==> src/rtl/bmtf_pkg.sv <==
package bmtf_pkg;

  localparam int SYM_W = 8;
  localparam int ALPHABET_SIZE_DEF = 256;
  localparam logic [SYM_W-1:0] NOT_FOUND = 8'hFF;

  localparam logic DIR_FORWARD = 1'b0;
  localparam logic DIR_INVERSE = 1'b1;

  typedef struct packed {
    logic             shift;
    logic             restore;
    logic [SYM_W-1:0] pos;
    logic [SYM_W-1:0] front;
  } ctrl_t;

endpackage

==> src/rtl/bmtf_cell.sv <==
module bmtf_cell #(
  parameter int CELL_INDEX = 0
) (
  input  logic                      clk,
  input  logic                      rst,
  input  logic                      forward,
  input  logic [bmtf_pkg::SYM_W-1:0] key,
  input  logic [bmtf_pkg::SYM_W-1:0] prev_entry,
  input  bmtf_pkg::ctrl_t           ctrl,
  output logic [bmtf_pkg::SYM_W-1:0] entry,
  output logic                      hit
);

  localparam logic [bmtf_pkg::SYM_W-1:0] MY_INDEX = bmtf_pkg::SYM_W'(CELL_INDEX);

  logic [bmtf_pkg::SYM_W-1:0] shifted;

  assign hit     = forward ? (entry == key) : (MY_INDEX == key);
  assign shifted = (CELL_INDEX == 0) ? ctrl.front : prev_entry;

  always_ff @(posedge clk) begin
    if (rst || ctrl.restore) begin
      entry <= MY_INDEX;
    end else if (ctrl.shift && (MY_INDEX <= ctrl.pos)) begin
      entry <= shifted;
    end
  end

endmodule
==> config.mk <==
export PLATFORM = sky130hd
export DESIGN_NAME = bmtf_cell
export DESIGN_NICKNAME = d
export VERILOG_FILES = /design/src/rtl/bmtf_pkg.sv /design/src/rtl/bmtf_cell.sv
export SDC_FILE = /design/constraint.sdc
export NUM_CORES = 1
export LEC_CHECK = 0
export BUFFER_PORTS_ARGS = -buffer_cell sky130_fd_sc_hd__buf_2
export CORE_AREA = 2 2 39 41
export DETAILED_ROUTE_END_ITERATION = 8
export DIE_AREA = 0 0 41 43
export PLACE_DENSITY_LB_ADDON = 0.3
export SYNTH_ARGS = -nofsm -noshare
export SYNTH_HDL_FRONTEND = slang
export SYNTH_SLANG_ARGS = --single-unit
==> constraint.sdc <==
create_clock -name clk -period 2.2 [get_ports clk]
set_clock_uncertainty 0.1 [all_clocks]
set_input_delay 0.44 -clock clk [delete_from_list [all_inputs] [get_ports clk]]
set_output_delay 0.44 -clock clk [all_outputs]
set_load 0.005 [all_outputs]
==> results.py <==
metrics = {
    "logic_synthesis": {
        "syn_avg_cell_area_um2": 9.46,
        "ys.flop_type": "dfxtp_1",
        "yosys-top-cells-area": "dfxtp_1 (39%), mux2i_1 (20%), xnor2_1 (17%), nor2_1 (8.3%), o31ai_2 (3.1%)",
        "syn_nets": 80,
        "ys_seq_area_frac": 0.394,
        "syn_area_um2": 407,
        "yosysMostFrequentCell": "nor2_1",
        "ys_seq_elements": 8,
        "synth_commonest_cells": "nor2_1 (9), dfxtp_1 (8), mux2i_1 (8), xnor2_1 (8), nand3_1 (2)",
        "synth.distinct_cells": 13,
        "synthCells": 43,
        "async_flop_share": 0,
        "synth_top_area_frac": 0.394,
        "synth_edf_count": 0,
        "post-synth-top-area-cell": "dfxtp_1",
        "yosys_warnings": 0,
    },
    "hold_path": {
        "hold_class": "input pin to flip-flop",
        "hold_depth": 3,
    },
    "drt": {
        "drcViolationCount": 0,
        "drtPass1Iterations": 2,
        "routed-via-count": 401,
        "drtIter0Drc": 1,
        "ant_nets": 0,
        "post_drt_wl_per_cell_um": 10.3,
        "routed_wl_um": 917,
        "vias_per_cell": 4.51,
    },
    "grt": {
        "overflow": 0,
        "grt_pass1_vias": 374,
        "antenna_found_initial": 0,
        "grt_pass1_wl_um": 1440,
        "grt.total_usage": 0.129,
        "grt_max_degree": 9,
    },
    "critical_path": {
        "slowest_stage": "dfxtp_1",
        "critical_path.n_buffers_inverters": 1,
        "required_ps": 1660,
        "path_cells": "xnor2_1, nand4_1, o31ai_2, buf_2",
        "cp-end-kind": "primary output",
        "setup.worst_path.start_class": "flip-flop",
        "max_stage_delay_ps": 360,
        "cp.depth": 4,
        "crit_type": "flip-flop to primary output",
        "critPathMaxFanout": 3,
        "rr_worst_depth": 2,
        "critical_path.top_delay_family": "flip-flops",
        "arrival_ps": 1190,
    },
    "pwr": {
        "total_leakage_power_nw": 0.289,
        "power_mw": 0.321,
        "powerDensity_mw_per_mm2": 553,
        "ir_drop_v": 0.000293,
    },
    "clock_tree": {
        "hold_buffers": 0,
        "htree_levels": 1,
        "cts_resized": 0,
        "clk_pin_slew_ps": 50,
        "cts_buffers": 3,
        "insertion_delay_ps": 250,
        "postCtsSetupRepairBufs": 0,
        "root_buffer": "clkbuf_4",
        "clock_path_buffers": 2,
        "cts_tree": "done",
        "cts_sinks": 8,
    },
    "final_layout": {
        "layout.nets": 112,
        "largest_reg_flops": 8,
        "fin_util": 0.420,
        "top_register": "entry",
        "reg_top3": "entry (8)",
        "fill_cells": 157,
        "syn_to_final_growth_pct": 43.1,
        "drive_gt1_frac": 0.452,
        "diodes": 0,
    },
    "sta": {
        "fin_crit_ps": 1730,
        "rsz0062_at_grt": "false",
        "slew_headroom": 0.809,
        "setup_viol": 0,
        "max_freq_ghz": 0.577,
        "fin_crit_sh": 0.787,
        "finalSetupTns_ps": 0,
        "worstMarginPinSlew_ps": 287,
        "fin_ws_ps": 468,
        "timing_hold_violations_final": 0,
        "slew_viol_final": 0,
    },
    "floorplanning": {
        "io_pins": 46,
        "core-area_mm2": 0.00138,
        "rows": 14,
        "initial_core_util": 0.294,
        "dieArea_mm2": 0.00176,
        "die_h_um": 43,
        "die_w_um": 41,
    },
    "run": {
        "maxCapViolations": 0,
    },
    "outcome": {
        "status": "complete, no violations",
    },
    "placement": {
        "io_buffers": 29,
        "pre_cts_ws_ps": 499,
        "place_congestion": 0.653,
    },
}
[cells by family after synthesis]
kind of cell / after synthesis / share of synthesized area
and+or+nand+nor: 16 / 0.175
xor gates and xnor gates: 8 / 0.172
muxes: 8 / 0.197
DFF: 8 / 0.394
buffers and inverters: 2 / 0.0308
AOI/OAI and AO/OA: 1 / 0.0308
[final cells by class]
cell class / count / area, um2 / share of cell area
multi-input combinational: 33 / 234 / 0.402
clock buffer: 3 / 22.5 / 0.0387
tap: 16 / 20.0 / 0.0344
sequential: 8 / 160 / 0.275
timing repair buffer: 29 / 145 / 0.249
[path summary, 6_finish.rpt]
kind	start	endpoint	slack, ps
worst min-delay path	ctrl[1]	entry[1]	320
worst max register to register	entry[3]	entry[3]	1460
worst max-delay path	entry[0]	hit	470
worst min register to register	entry[1]	entry[1]	430
[per-layer routing]
metal / vias up / global-route usage / wire (um)
met4: 0 / 0.0600 / 12
li1: 205 / - / -
met3: 2 / 0.0785 / 95
met5: - / 0 / 0
met2: 21 / 0.191 / 393
met1: 173 / 0.139 / 416
[report_power, final]
part	internal, mW	switching (mW)
sequential	0.150	0.00411
combinational	0.0323	0.0245
clock	0.0623	0.0483
total	0.245	0.0769
[metrics by stage]
step / instance area [um2] / hold WS, ps / std cells
6_report: 582 / 324 / 89
5_1_grt: 582 / 343 / 89
4_1_cts: 582 / 322 / 89
3_5_place_dp: 559 / 426 / 86
3_3_place_gp: 559 / 420 / 86
2_1_floorplan: 407 / 429 / 43
[worst reg2reg max path: stages, from the launching register on]
cell and delay, ps:
dfxtp_1 330, mux2i_1 140, nor2_1 50
[cell usage in the layout, fill, tap and decap left out]
cell type | Yosys | layout
or2_1 | 1 | 1
dfxtp_1 | 8 | 8
nor3_1 | 1 | 1
nand3_1 | 2 | 2
clkbuf_4 | 0 | 3
xnor2_1 | 8 | 8
mux2i_1 | 8 | 8
nor2_1 | 9 | 9
o31ai_2 | 1 | 1
nand2_1 | 1 | 1
nor4_1 | 1 | 1
buf_2 | 1 | 29
nand4_1 | 1 | 1
(Power assumes the default switching activity.)
